`src/design/drap_pkg.sv`:
```
// Package for the DNS response answer parser.
// Holds the parse phase type and the fixed byte counts, offsets and pointer mark of the message format.
// No dependencies.
package drap_pkg;

  typedef enum logic [6:0] {
    PhHeader  = 7'b0000001,
    PhQname   = 7'b0000010,
    PhQfixed  = 7'b0000100,
    PhAname   = 7'b0001000,
    PhAfixed  = 7'b0010000,
    PhRdata   = 7'b0100000,
    PhDone    = 7'b1000000
  } phase_e;

  localparam logic [15:0] HeaderBytes        = 16'd12;
  localparam logic [15:0] QuestionFixedBytes = 16'd4;
  localparam logic [15:0] AnswerFixedBytes   = 16'd10;
  localparam logic [15:0] TypeClassTtlBytes  = 16'd8;
  localparam logic [15:0] AddressBytes       = 16'd4;
  localparam logic [15:0] CountHiByte        = 16'd6;
  localparam logic [15:0] CountLoByte        = 16'd7;
  localparam logic [7:0]  PointerMark        = 8'd192;

endpackage

```
`src/design/drap_if.sv`:
```
// Channel interfaces of the DNS response answer parser.
// Byte input channel and answer record output channel, valid/ready.
// No dependencies.
interface drap_in_if;
  logic       valid;
  logic       ready;
  logic [7:0] data_byte;
  logic       end_of_message;

  modport source (output valid, output data_byte, output end_of_message, input ready);
  modport sink (input valid, input data_byte, input end_of_message, output ready);
endinterface

interface drap_out_if;
  logic        valid;
  logic        ready;
  logic [15:0] record_type;
  logic [15:0] record_class;
  logic [31:0] time_to_live;
  logic [15:0] data_length;
  logic [31:0] address;
  logic [15:0] answer_index;
  logic        status;
  logic        last_answer;

  modport source (
    output valid, output record_type, output record_class, output time_to_live,
    output data_length, output address, output answer_index, output status,
    output last_answer, input ready
  );
  modport sink (
    input valid, input record_type, input record_class, input time_to_live,
    input data_length, input address, input answer_index, input status,
    input last_answer, output ready
  );
endinterface

```
`src/design/dns_response_answer_parser_core.sv`:
```
// DNS response answer parser: walks a response one byte per transaction.
// A result appears in the output register in the cycle after the byte that causes it.
// One byte is accepted every cycle; input stalls only while a result waits unread.
// Reset is asynchronous and active low; it clears the parse state and the output valid.
// Depends on drap_pkg and the interfaces in drap_if.sv.
module dns_response_answer_parser_core (
  input  logic              clk_i,
  input  logic              rst_ni,
  drap_in_if.sink           req_i,
  drap_out_if.source        rsp_o
);

  drap_pkg::phase_e phase_q, phase_d;
  logic [15:0] byte_cnt_q, byte_cnt_d;
  logic [5:0]  label_q, label_d;
  logic [15:0] total_q, total_d;
  logic [15:0] done_q, done_d;
  logic [63:0] shift_q, shift_d;
  logic [15:0] rdata_q, rdata_d;
  logic [31:0] addr_q, addr_d;

  logic        out_valid_q;
  logic [15:0] type_q, class_q, len_q, index_q;
  logic [31:0] ttl_q, out_addr_q;
  logic        status_q, last_q;

  logic        in_fire;
  logic [7:0]  b;
  logic        eom;
  logic [15:0] cnt_inc, rdata_dec, done_inc;
  logic        name_end;
  logic [15:0] name_cnt_d;
  logic [5:0]  name_label_d;
  logic        emit, trunc, load;
  logic [15:0] rec_len;
  logic [31:0] lane;

  function automatic logic [31:0] lane_sel(input logic [15:0] cnt, input logic [31:0] l);
    lane_sel = (cnt < drap_pkg::AddressBytes) ? l : 32'd0;
  endfunction

  assign req_i.ready = !out_valid_q || rsp_o.ready;
  assign in_fire     = req_i.valid && req_i.ready;
  assign b           = req_i.data_byte;
  assign eom         = req_i.end_of_message;
  assign cnt_inc     = byte_cnt_q + 16'd1;
  assign rdata_dec   = rdata_q - 16'd1;
  assign done_inc    = done_q + 16'd1;

  // Name walk: a pending pointer byte, a label body byte, a zero terminator,
  // a pointer mark or a new label length.
  always_comb begin
    name_end     = 1'b0;
    name_cnt_d   = byte_cnt_q;
    name_label_d = label_q;
    if (byte_cnt_q != 16'd0) begin
      name_cnt_d = 16'd0;
      name_end   = 1'b1;
    end else if (label_q != 6'd0) begin
      name_label_d = label_q - 6'd1;
    end else if (b == 8'd0) begin
      name_end = 1'b1;
    end else if (b >= drap_pkg::PointerMark) begin
      name_cnt_d = 16'd1;
    end else begin
      name_label_d = b[5:0];
    end
  end

  always_comb begin
    case (byte_cnt_q[1:0])
      2'd0:    lane = {b, 24'd0};
      2'd1:    lane = {8'd0, b, 16'd0};
      2'd2:    lane = {16'd0, b, 8'd0};
      default: lane = {24'd0, b};
    endcase
  end

  always_comb begin
    phase_d    = phase_q;
    byte_cnt_d = byte_cnt_q;
    label_d    = label_q;
    total_d    = total_q;
    done_d     = done_q;
    shift_d    = shift_q;
    rdata_d    = rdata_q;
    addr_d     = addr_q;
    emit       = 1'b0;
    rec_len    = 16'd0;
    trunc      = 1'b0;
    if (in_fire) begin
      unique case (phase_q)
        drap_pkg::PhHeader: begin
          if (byte_cnt_q == drap_pkg::CountHiByte || byte_cnt_q == drap_pkg::CountLoByte) begin
            total_d = {total_q[7:0], b};
          end
          byte_cnt_d = cnt_inc;
          if (cnt_inc >= drap_pkg::HeaderBytes) begin
            byte_cnt_d = 16'd0;
            label_d    = 6'd0;
            phase_d    = drap_pkg::PhQname;
          end
        end
        drap_pkg::PhQname: begin
          byte_cnt_d = name_cnt_d;
          label_d    = name_label_d;
          if (name_end) begin
            phase_d = drap_pkg::PhQfixed;
          end
        end
        drap_pkg::PhQfixed: begin
          byte_cnt_d = cnt_inc;
          if (cnt_inc >= drap_pkg::QuestionFixedBytes) begin
            byte_cnt_d = 16'd0;
            label_d    = 6'd0;
            phase_d    = (done_q >= total_q) ? drap_pkg::PhDone : drap_pkg::PhAname;
          end
        end
        drap_pkg::PhAname: begin
          byte_cnt_d = name_cnt_d;
          label_d    = name_label_d;
          if (name_end) begin
            shift_d = 64'd0;
            rdata_d = 16'd0;
            addr_d  = 32'd0;
            phase_d = drap_pkg::PhAfixed;
          end
        end
        drap_pkg::PhAfixed: begin
          if (byte_cnt_q < drap_pkg::TypeClassTtlBytes) begin
            shift_d = {shift_q[55:0], b};
          end else begin
            rdata_d = {rdata_q[7:0], b};
          end
          byte_cnt_d = cnt_inc;
          if (cnt_inc >= drap_pkg::AnswerFixedBytes) begin
            byte_cnt_d = 16'd0;
            if (rdata_d == 16'd0) begin
              emit = 1'b1;
            end else begin
              phase_d = drap_pkg::PhRdata;
            end
          end
        end
        drap_pkg::PhRdata: begin
          if (byte_cnt_q < drap_pkg::AddressBytes) begin
            addr_d = addr_q | lane;
          end
          byte_cnt_d = cnt_inc;
          rdata_d    = rdata_dec;
          if (rdata_dec == 16'd0) begin
            emit    = 1'b1;
            rec_len = cnt_inc;
          end
        end
        drap_pkg::PhDone: begin
        end
        default: begin
        end
      endcase

      if (emit) begin
        done_d     = done_inc;
        byte_cnt_d = 16'd0;
        label_d    = 6'd0;
        phase_d    = (done_inc >= total_q) ? drap_pkg::PhDone : drap_pkg::PhAname;
      end

      if (eom) begin
        trunc      = (phase_d != drap_pkg::PhDone);
        phase_d    = drap_pkg::PhHeader;
        byte_cnt_d = 16'd0;
        label_d    = 6'd0;
        total_d    = 16'd0;
        done_d     = 16'd0;
        shift_d    = 64'd0;
        rdata_d    = 16'd0;
        addr_d     = 32'd0;
      end
    end
  end

  assign load = in_fire && (emit || trunc);

  always_ff @(posedge clk_i or negedge rst_ni) begin
    if (!rst_ni) begin
      phase_q     <= drap_pkg::PhHeader;
      byte_cnt_q  <= 16'd0;
      label_q     <= 6'd0;
      total_q     <= 16'd0;
      done_q      <= 16'd0;
      shift_q     <= 64'd0;
      rdata_q     <= 16'd0;
      addr_q      <= 32'd0;
      out_valid_q <= 1'b0;
    end else begin
      phase_q    <= phase_d;
      byte_cnt_q <= byte_cnt_d;
      label_q    <= label_d;
      total_q    <= total_d;
      done_q     <= done_d;
      shift_q    <= shift_d;
      rdata_q    <= rdata_d;
      addr_q     <= addr_d;
      if (load) begin
        out_valid_q <= 1'b1;
      end else if (rsp_o.ready) begin
        out_valid_q <= 1'b0;
      end
    end
  end

  // The record fields come from the values this byte completes, before any
  // end-of-message clearing.
  always_ff @(posedge clk_i) begin
    if (load) begin
      index_q <= done_q;
      status_q <= trunc;
      if (emit) begin
        type_q     <= shift_q[63:48];
        class_q    <= shift_q[47:32];
        ttl_q      <= shift_q[31:0];
        len_q      <= rec_len;
        out_addr_q <= (phase_q == drap_pkg::PhRdata) ? (addr_q | lane_sel(byte_cnt_q, lane))
                                                      : 32'd0;
        last_q     <= trunc || (done_inc == total_q);
      end else begin
        type_q     <= 16'd0;
        class_q    <= 16'd0;
        ttl_q      <= 32'd0;
        len_q      <= 16'd0;
        out_addr_q <= 32'd0;
        last_q     <= 1'b1;
      end
    end
  end

  assign rsp_o.valid        = out_valid_q;
  assign rsp_o.record_type  = type_q;
  assign rsp_o.record_class = class_q;
  assign rsp_o.time_to_live = ttl_q;
  assign rsp_o.data_length  = len_q;
  assign rsp_o.address      = out_addr_q;
  assign rsp_o.answer_index = index_q;
  assign rsp_o.status       = status_q;
  assign rsp_o.last_answer  = last_q;

endmodule

```
`src/flat_wrapper.sv`:
```
// flat-port wrapper written by rule: the top's interface ports become plain ports
module dns_response_answer_parser_core_flat 
  (clk_i, rst_ni, req_i_valid, req_i_data_byte, req_i_end_of_message, req_i_ready, rsp_o_valid, rsp_o_record_type, rsp_o_record_class, rsp_o_time_to_live, rsp_o_data_length, rsp_o_address, rsp_o_answer_index, rsp_o_status, rsp_o_last_answer, rsp_o_ready);
  drap_in_if req_i_i ();
  drap_out_if rsp_o_i ();
  input  logic clk_i;
  input  logic rst_ni;
  input wire logic [$bits(req_i_i.valid)-1:0] req_i_valid;
  input wire logic [$bits(req_i_i.data_byte)-1:0] req_i_data_byte;
  input wire logic [$bits(req_i_i.end_of_message)-1:0] req_i_end_of_message;
  output wire logic [$bits(req_i_i.ready)-1:0] req_i_ready;
  output wire logic [$bits(rsp_o_i.valid)-1:0] rsp_o_valid;
  output wire logic [$bits(rsp_o_i.record_type)-1:0] rsp_o_record_type;
  output wire logic [$bits(rsp_o_i.record_class)-1:0] rsp_o_record_class;
  output wire logic [$bits(rsp_o_i.time_to_live)-1:0] rsp_o_time_to_live;
  output wire logic [$bits(rsp_o_i.data_length)-1:0] rsp_o_data_length;
  output wire logic [$bits(rsp_o_i.address)-1:0] rsp_o_address;
  output wire logic [$bits(rsp_o_i.answer_index)-1:0] rsp_o_answer_index;
  output wire logic [$bits(rsp_o_i.status)-1:0] rsp_o_status;
  output wire logic [$bits(rsp_o_i.last_answer)-1:0] rsp_o_last_answer;
  input wire logic [$bits(rsp_o_i.ready)-1:0] rsp_o_ready;
  assign req_i_i.valid = req_i_valid;
  assign req_i_i.data_byte = req_i_data_byte;
  assign req_i_i.end_of_message = req_i_end_of_message;
  assign req_i_ready = req_i_i.ready;
  assign rsp_o_valid = rsp_o_i.valid;
  assign rsp_o_record_type = rsp_o_i.record_type;
  assign rsp_o_record_class = rsp_o_i.record_class;
  assign rsp_o_time_to_live = rsp_o_i.time_to_live;
  assign rsp_o_data_length = rsp_o_i.data_length;
  assign rsp_o_address = rsp_o_i.address;
  assign rsp_o_answer_index = rsp_o_i.answer_index;
  assign rsp_o_status = rsp_o_i.status;
  assign rsp_o_last_answer = rsp_o_i.last_answer;
  assign rsp_o_i.ready = rsp_o_ready;
  dns_response_answer_parser_core u_core (.clk_i(clk_i), .rst_ni(rst_ni), .req_i(req_i_i), .rsp_o(rsp_o_i));
endmodule
```
`config.mk`:
```
export PLATFORM = sky130hd
export DESIGN_NAME = dns_response_answer_parser_core_flat
export DESIGN_NICKNAME = d
export VERILOG_FILES = /design/src/design/drap_pkg.sv /design/src/design/drap_if.sv /design/src/design/dns_response_answer_parser_core.sv /design/src/flat_wrapper.sv
export SDC_FILE = /design/constraint.sdc
export NUM_CORES = 1
export LEC_CHECK = 0
export CAP_MARGIN = 20
export CORE_ASPECT_RATIO = 1.25
export CORE_MARGIN = 10
export CORE_UTILIZATION = 62
export DETAILED_ROUTE_END_ITERATION = 8
export DONT_BUFFER_PORTS = 1
export PLACE_DENSITY = 0.84
export RECOVER_POWER = 50
export SLEW_MARGIN = 20
export SYNTH_ARGS = -nofsm -noshare
export SYNTH_HDL_FRONTEND = slang
export SYNTH_SLANG_ARGS = --single-unit
```
`constraint.sdc`:
```
create_clock -name clk_i -period 31.1 [get_ports clk_i]
set_clock_uncertainty 0.15 [all_clocks]
set_input_delay 1.555 -clock clk_i [delete_from_list [all_inputs] [get_ports clk_i]]
set_output_delay 1.555 -clock clk_i [all_outputs]
set_load 0.05 [all_outputs]
```
# Word-level counts from Yosys, hierarchy flattened
# Cells that the tools add are included.
word_totals:
  register_bits: 304
  output_inout_bits: 132
classes:
  addsub: 4
  magnitude_cmp: 8
  eq_ne: 23
  mux: 65
  bitwise: 2
  n_reduce_logical: 32
ops:
  columns: ["cell", "count"]
  rows:
  - ["$mux 16", 19]
  - ["$mux 64", 3]
  - ["$mux 32", 4]
  - ["$pmux 64 s2", 1]
  - ["$pmux 32 s3", 1]
  - ["$pmux 16 s5", 1]
  - ["$mux 7", 11]
  - ["$or 32x32->32", 2]
  - ["$pmux 32 s2", 1]
  - ["$mux 6", 8]
  - ["$pmux 16 s3", 1]
  - ["$pmux 7 s5", 1]
  - ["$add 16x1->16 const B", 2]
  - ["$eq 16x3->1 const B", 2]
  - ["$ge 16x16->1", 2]
  - ["$ge 16x4->1 const B", 2]
  - ["$logic_not 16->1", 2]
  - ["$ne 5x4->1 const B", 4]
  - ["$pmux 6 s3", 1]
  - ["$eq 16x16->1", 1]
  - ["$ge 16x3->1 const B", 1]
  - ["$lt 16x3->1 const B", 1]
  - ["$lt 16x4->1 const B", 1]
  - ["$reduce_bool 16->1", 1]
  - ["other kinds (36)", 61]

# Depth between registers and ports, before layout
depth:
  ltp_word: 17
  ltp_mapped: 18
  depth_no_buf: 18

# Worst setup path before layout
# No wires, ideal clock.
synth_path:
  path_type: "input port to flip-flop"
  start: "input req_i_data_byte[6]"
  end: "register u_core.out_addr_q[0], in the netlist u_core.rsp_o.address[0], enable pin"
  setup_time_ps: 662
  t_arrival_ps: 9440
  required_ps: 30288
  slack_ps: 20847
  cell_stages: 9
  n_path_buf: 0
  path_cell_list: "nor4_1 -> nand2_1 -> nor4_1 -> a32oi_1 -> o311ai_0 -> o21ai_0 -> and4_1 -> a31o_2 -> a21oi_1"
synth_via:
  elab_chain_cells: 15
synth_lines:
  columns: ["element", "line_no", "source"]
  rows:
  - ["start, declared", "flat_wrapper.sv:9", "input wire logic [$bits(req_i_i.data_byte)-1:0] req_i_data_byte;"]
  - ["$mux 16", "dns_response_answer_parser_core.sv:130", "if (byte_cnt_q < drap_pkg::TypeClassTtlBytes) begin"]
  - ["$mux 16", "dns_response_answer_parser_core.sv:92", "unique case (phase_q)"]
  - ["$mux 16", "dns_response_answer_parser_core.sv:91", "if (in_fire) begin"]
  - ["$logic_not 16->1", "dns_response_answer_parser_core.sv:138", "if (rdata_d == 16'd0) begin"]
  - ["$mux 1", "dns_response_answer_parser_core.sv:138", null]
  - ["$mux 1", "dns_response_answer_parser_core.sv:136", "if (cnt_inc >= drap_pkg::AnswerFixedBytes) begin"]
  - ["$pmux 1 s2", "dns_response_answer_parser_core.sv:92", null]
  - ["$mux 1", "dns_response_answer_parser_core.sv:91", null]
  - ["$mux 7", "dns_response_answer_parser_core.sv:162", "if (emit) begin"]
  - ["$mux 7", "dns_response_answer_parser_core.sv:91", null]
  - ["$ne 7x7->1", "dns_response_answer_parser_core.sv:170", "trunc = (phase_d != drap_pkg::PhDone);"]
  - ["$mux 1", "dns_response_answer_parser_core.sv:169", "if (eom) begin"]
  - ["$mux 1", "dns_response_answer_parser_core.sv:91", null]
  - ["$logic_or 1x1->1 (*)", "dns_response_answer_parser_core.sv:183", "assign load = in_fire && (emit || trunc);"]
  - ["$logic_and 1x1->1 (*)", "dns_response_answer_parser_core.sv:183", null]
  - ["net u_core.load", "dns_response_answer_parser_core.sv:34", "logic emit, trunc, load;"]
  - ["end signal, assigned", "dns_response_answer_parser_core.sv:224", "out_addr_q <= (phase_q == drap_pkg::PhRdata) ? (addr_q | lane_sel(byte_cnt_q, lane))"]
  - ["end, declared", "dns_response_answer_parser_core.sv:24", "logic [31:0] ttl_q, out_addr_q;"]
# The timed path passes the listed nets; every way through them passes the cells marked *. The select of a mux whose other input is x is not followed.
# A chain may end at the register's enable or synchronous reset.

# Worst setup path in the final report
layout_path:
  start: "register u_core.byte_cnt_q[4]"
  end: "register u_core.type_q[1], in the netlist u_core.rsp_o.record_type[1], enable pin"
layout_via:
  elab_chain_cells: 16
layout_lines:
  columns: ["element", "line_no", "source"]
  rows:
  - ["start, declared", "dns_response_answer_parser_core.sv:14", "logic [15:0] byte_cnt_q, byte_cnt_d;"]
  - ["start signal, assigned", "dns_response_answer_parser_core.sv:198", "byte_cnt_q <= byte_cnt_d;"]
  - ["parallel branches: the longest is 14 deep, another holds $add 16x1->16", null, null]
  - ["$logic_or 1x1->1 (*)", "dns_response_answer_parser_core.sv:183", null]
  - ["$logic_and 1x1->1 (*)", "dns_response_answer_parser_core.sv:183", null]
  - ["net u_core.load", "dns_response_answer_parser_core.sv:34", null]
  - ["end signal, assigned", "dns_response_answer_parser_core.sv:220", "type_q <= shift_q[63:48];"]
  - ["end, declared", "dns_response_answer_parser_core.sv:23", "logic [15:0] type_q, class_q, len_q, index_q;"]
# Mark *: on every way through the listed nets, which the timed path passes. The select of a mux whose other input is x is not followed.

==> impl_results.rst <==
.. list-table::
   :header-rows: 1

   * - Metric
     - Value
   * - Number of standard cells after synthesis
     - between 1000 and 1500
   * - Inserted Clock Buffers
     - 28
   * - Class of the tightest hold or removal check
     - reg2reg
   * - Ranking of synthesized cells by area
     - sky130_fd_sc_hd__dfrtp_1 29%, sky130_fd_sc_hd__edfxtp_1 26%, sky130_fd_sc_hd__nand2_1 5.0%, sky130_fd_sc_hd__o21ai_0 4.0%, sky130_fd_sc_hd__nor2_1 3.9%
   * - Number of filler cells placed in the layout
     - 1799
   * - Sequential cell area
     - a little over 0.008 mm²
   * - Area share of the leading cell type in the synthesized netlist
     - 0.291
   * - Maximum buffer depth of the clock tree
     - 3
   * - Setup violations, final
     - 0
   * - Overflow after GRT
     - 0
   * - Worst hold start
     - u_core.shift_q[61]
   * - Share of flip-flops with an asynchronous set or reset after synthesis
     - 0.572
   * - Number of vias per cell after detailed routing
     - around 6.3
   * - Slew of the pin with the lowest slew margin
     - 2.17 ns
   * - TNS Setup
     - 0 ns
   * - Post-CTS sizing
     - 0
   * - Clock-pin slew reported for the worst setup and hold paths after clock tree synthesis
     - about 0.070 ns
   * - Power density cells
     - between 60 and 70 mW/mm²
   * - Met2 track utilization from global routing
     - 0.411
   * - Library cell contributing the largest single delay on the critical path
     - sky130_fd_sc_hd__nor2_1
   * - Failing checks
     - capacitance limit, slew limit
   * - Unrepaired setup endpoints after global routing
     - false
   * - Pin count of the biggest net entering global routing
     - approximately 180
   * - Root Buffer Master
     - sky130_fd_sc_hd__clkbuf_16
   * - Post-CTS Hold Buffers
     - 0
   * - H-tree lvl count
     - 1
   * - Global router's overall resource usage
     - 0.239
   * - Remaining routing DRC violations
     - 0
   * - Met3 track demand over resource in global routing
     - 0.0453
   * - Worst hold slack
     - 0.327 ns
   * - Total count of max-transition violations in the final report
     - between 40 and 50
   * - Cell type contributing the most total cell area after synthesis
     - sky130_fd_sc_hd__dfrtp_1
   * - Critical Path Max Stage Delay
     - around 0.74 ns
   * - Maximum vdd drop
     - between 0.04 and 0.05 mV
   * - Wire length of the first global-routing pass
     - 58200 µm
   * - Clk network pwr share
     - 0.342
   * - DP HPWL
     - approximately 25000 µm
   * - Register-to-register path setup slack
     - around 26 ns
   * - Combined area of all synthesized cells
     - around 0.015 mm²
   * - Footprint of the multi-input gates
     - ~0.0061 mm²
   * - Cell-by-cell listing of the critical path
     - or3_1, nand4b_1, nor2_1, a32oi_1, o311ai_0, o21ai_0, and4_1, a31o_2, a21oi_4, buf_4
   * - Avg Inst Size Synth
     - approximately 10 µm²
   * - CTS tree
     - done
   * - Hold Vio Cnt, Final
     - 0
   * - Input/output buffers
     - 0
   * - Total setup buffers inserted after CTS
     - 0
   * - Fin crit share
     - 0.159
   * - Sum of routed wire length over all layers
     - between 30000 and 40000 µm
   * - Final Critical Period
     - approximately 5 ns
   * - Combinational share of power
     - 0.174
   * - Seq/Total Area, Yosys
     - 0.555
   * - Global Route met1 Usage
     - 0.291
   * - Synth-to-layout area growth
     - 6.93%
   * - Worst setup SP type
     - flip-flop
   * - Worst setup EP type
     - flip-flop
   * - Net count after synthesis
     - roughly 1500
   * - Die area
     - ~0.031 mm²
   * - Distinct cell type count of the synthesized netlist
     - 73
   * - Fmax
     - 0.202 GHz
   * - RD Place Congestion
     - approximately 1
   * - Crit path arrival time
     - between 4 and 5 ns
   * - Number of placed I/O pins
     - 145
   * - Number of nets at the end of the flow
     - between 1000 and 1500
   * - Core Footprint
     - around 0.024 mm²
   * - Synthesis-stage register bit count
     - 304
   * - Proportion of layout cells with a drive suffix above 1
     - 0.0555
   * - Via count of the first global-routing pass
     - between 10000 and 15000
   * - DR iter-0 viols
     - between 1000 and 1500
   * - Number of antenna violations at the first check in global routing
     - 0
   * - DIE HEIGHT
     - 193 µm
   * - P_sw
     - ~0.33 mW
   * - Most used flip-flop cell after synthesis
     - sky130_fd_sc_hd__dfrtp_1
   * - Horizontal extent of the die
     - 159 µm
   * - Critical path data required time
     - 31.13 ns
   * - Num Clock Sinks
     - 304
   * - Register-to-Register Path Depth
     - 10
   * - Ant. Diodes
     - 0
   * - Fraction of power consumed by sequential logic
     - 0.484
   * - Internal Power
     - approximately 0.71 mW
   * - Initial Util
     - 0.629
   * - Busiest layer in global routing
     - met2
   * - Static leakage
     - 6.44 nW
   * - DR vias
     - about 11000
   * - Clock latency on the worst-skew pair
     - 0.56 ns
   * - # Max-Cap Violations
     - 1
   * - Count of flip-flops with a built-in enable after synthesis
     - 130
   * - Maximum fanout encountered on the critical timing path
     - 71
   * - Status
     - complete, but fails checks
   * - Startpoint-to-endpoint class of the critical path
     - reg2reg
   * - Switch share
     - 0.316
   * - FF-to-FF Start
     - u_core.byte_cnt_q[4]
   * - Worst hold endpoint
     - u_core.shift_q[61]
   * - Synth warnings
     - 0
   * - Highest-count cells in the layout ignoring fill and taps
     - 197 x sky130_fd_sc_hd__nand2_1, 173 x sky130_fd_sc_hd__dfrtp_1, 153 x sky130_fd_sc_hd__nor2_1
   * - Reg-to-reg endpoint
     - u_core.rsp_o.record_type[1]
   * - Number of iterations in the first detailed-routing pass
     - 5
   * - Worst slew slack as a fraction of its limit
     - -0.445
   * - Number of rows in the core area
     - 63
   * - Number of cells traversed by the worst hold path
     - 2
   * - Most frequent standard cell in the layout excluding fill and tap cells
     - sky130_fd_sc_hd__nand2_1
   * - Post-detailed-route count of antenna-violating nets
     - 0
   * - Routed length per placed instance
     - roughly 21 µm
through the flow:
stage                     instances  total power [mW]   util  worst slack [ns]  area [µm²]
final                          1751              1.04  0.673             26.14       15900
after detailed placement       1699             0.685  0.633             26.13       15000
after global routing           1751              1.08  0.673             25.77       15900
after CTS                      1751              1.04  0.674             26.24       15900
after global placement         1699             0.683  0.633             26.26       15000
after floorplan                1493             0.643      -             20.85       14900
per-layer routing:
metal | wire length (µm) | part of all wire
met1 | 14100 | 0.38
met2 | 18700 | 0.51
met3 | 2680 | 0.073
met4 | 1490 | 0.040
met5 | 0 | 0
flip-flops by register name, indices dropped and copies added (netlist names), 6 cells and up:
name,flops
u_core.rsp_o.address,32
u_core.phase_q,7
u_core.rsp_o.answer_index,16
u_core.done_q,16
u_core.label_q,6
u_core.rsp_o.time_to_live,32
u_core.rsp_o.record_type,16
u_core.rsp_o.data_length,16
u_core.byte_cnt_q,16
u_core.total_q,16
u_core.addr_q,32
u_core.rsp_o.record_class,16
u_core.shift_q,64
u_core.rdata_q,16
final cells by class:
class | instances | area share
Sequential cell | 304 | 0.519
Multi-Input combinational cell | 1051 | 0.382
Clock inverter | 18 | 0.0140
Timing Repair Buffer | 17 | 0.00708
Inverter | 35 | 0.00826
Clock buffer | 34 | 0.0467
Tap cell | 292 | 0.0230
power by group through the flow:
stage,clock network (mW),registers (mW),logic [mW]
3_5_place_dp,0,0.508,0.177
4_1_cts,0.358,0.500,0.178
5_1_grt,0.376,0.504,0.198
3_3_place_gp,0,0.507,0.176
2_1_floorplan,0,0.498,0.145
6_report,0.355,0.501,0.180
worst max-delay path: cells and delay by family (launching register included):
family          cells  cell delay, ns
compound gates      5            1.15
simple gates        4            2.05
flops               1            0.48
buf+inv             1            0.66
cell families (layout without fill, tap and decap cells):
kind of cell / Yosys count / in the layout / synth area share
AOI/OAI and AO/OA: 376 / 376 / 0.153
xor gates and xnor gates: 34 / 34 / 0.0200
adders and majority gates: 42 / 42 / 0.0353
buffers and inverters: 138 / 104 / 0.0386
DFF: 304 / 304 / 0.555
muxes: 7 / 7 / 0.00488
and+or+nand+nor: 592 / 592 / 0.193
Yosys cell counts, types with 3 or more instances:
cell	instances
sky130_fd_sc_hd__nand2_1	197
sky130_fd_sc_hd__dfrtp_1	173
sky130_fd_sc_hd__nor2_1	154
sky130_fd_sc_hd__edfxtp_1	130
sky130_fd_sc_hd__o21ai_0	120
sky130_fd_sc_hd__a21oi_1	108
sky130_fd_sc_hd__clkbuf_1	75
sky130_fd_sc_hd__and2_1	73
sky130_fd_sc_hd__ha_1	42
sky130_fd_sc_hd__a22o_1	38
sky130_fd_sc_hd__inv_1	35
sky130_fd_sc_hd__nor3_1	31
sky130_fd_sc_hd__nand3_1	22
sky130_fd_sc_hd__o21ai_1	20
sky130_fd_sc_hd__xnor2_1	17
sky130_fd_sc_hd__xor2_1	17
sky130_fd_sc_hd__o31ai_1	16
sky130_fd_sc_hd__and3_1	15
sky130_fd_sc_hd__nor2b_1	14
sky130_fd_sc_hd__nor4_1	13
sky130_fd_sc_hd__nand4_1	12
sky130_fd_sc_hd__a21o_1	9
sky130_fd_sc_hd__buf_2	9
sky130_fd_sc_hd__o21a_1	9
sky130_fd_sc_hd__or3_1	9
sky130_fd_sc_hd__a211oi_1	8
sky130_fd_sc_hd__buf_1	8
sky130_fd_sc_hd__nand2b_1	8
sky130_fd_sc_hd__nand3b_1	8
sky130_fd_sc_hd__a31oi_1	7
sky130_fd_sc_hd__and4_1	7
sky130_fd_sc_hd__o22ai_1	7
sky130_fd_sc_hd__clkbuf_2	6
sky130_fd_sc_hd__nor3b_1	6
sky130_fd_sc_hd__mux2i_1	5
sky130_fd_sc_hd__a22oi_1	4
sky130_fd_sc_hd__nor4b_1	4
sky130_fd_sc_hd__or2_2	4
sky130_fd_sc_hd__or4_1	4
sky130_fd_sc_hd__a32oi_1	3
sky130_fd_sc_hd__buf_6	3
sky130_fd_sc_hd__o21bai_1	3
worst max path at each step:
stage,to,start,cells after the start
2_1_floorplan,u_core.rsp_o.address[0],req_i_data_byte[6],9
3_3_place_gp,u_core.rsp_o.time_to_live[19],req_i_data_byte[6],10
3_5_place_dp,u_core.rsp_o.time_to_live[19],req_i_data_byte[2],10
4_1_cts,u_core.rsp_o.time_to_live[19],u_core.byte_cnt_q[4],10
5_1_grt,u_core.rsp_o.record_type[10],u_core.byte_cnt_q[4],10
6_report,u_core.rsp_o.record_type[1],u_core.byte_cnt_q[4],10
Note: power is estimated with default switching activity, not from simulation.
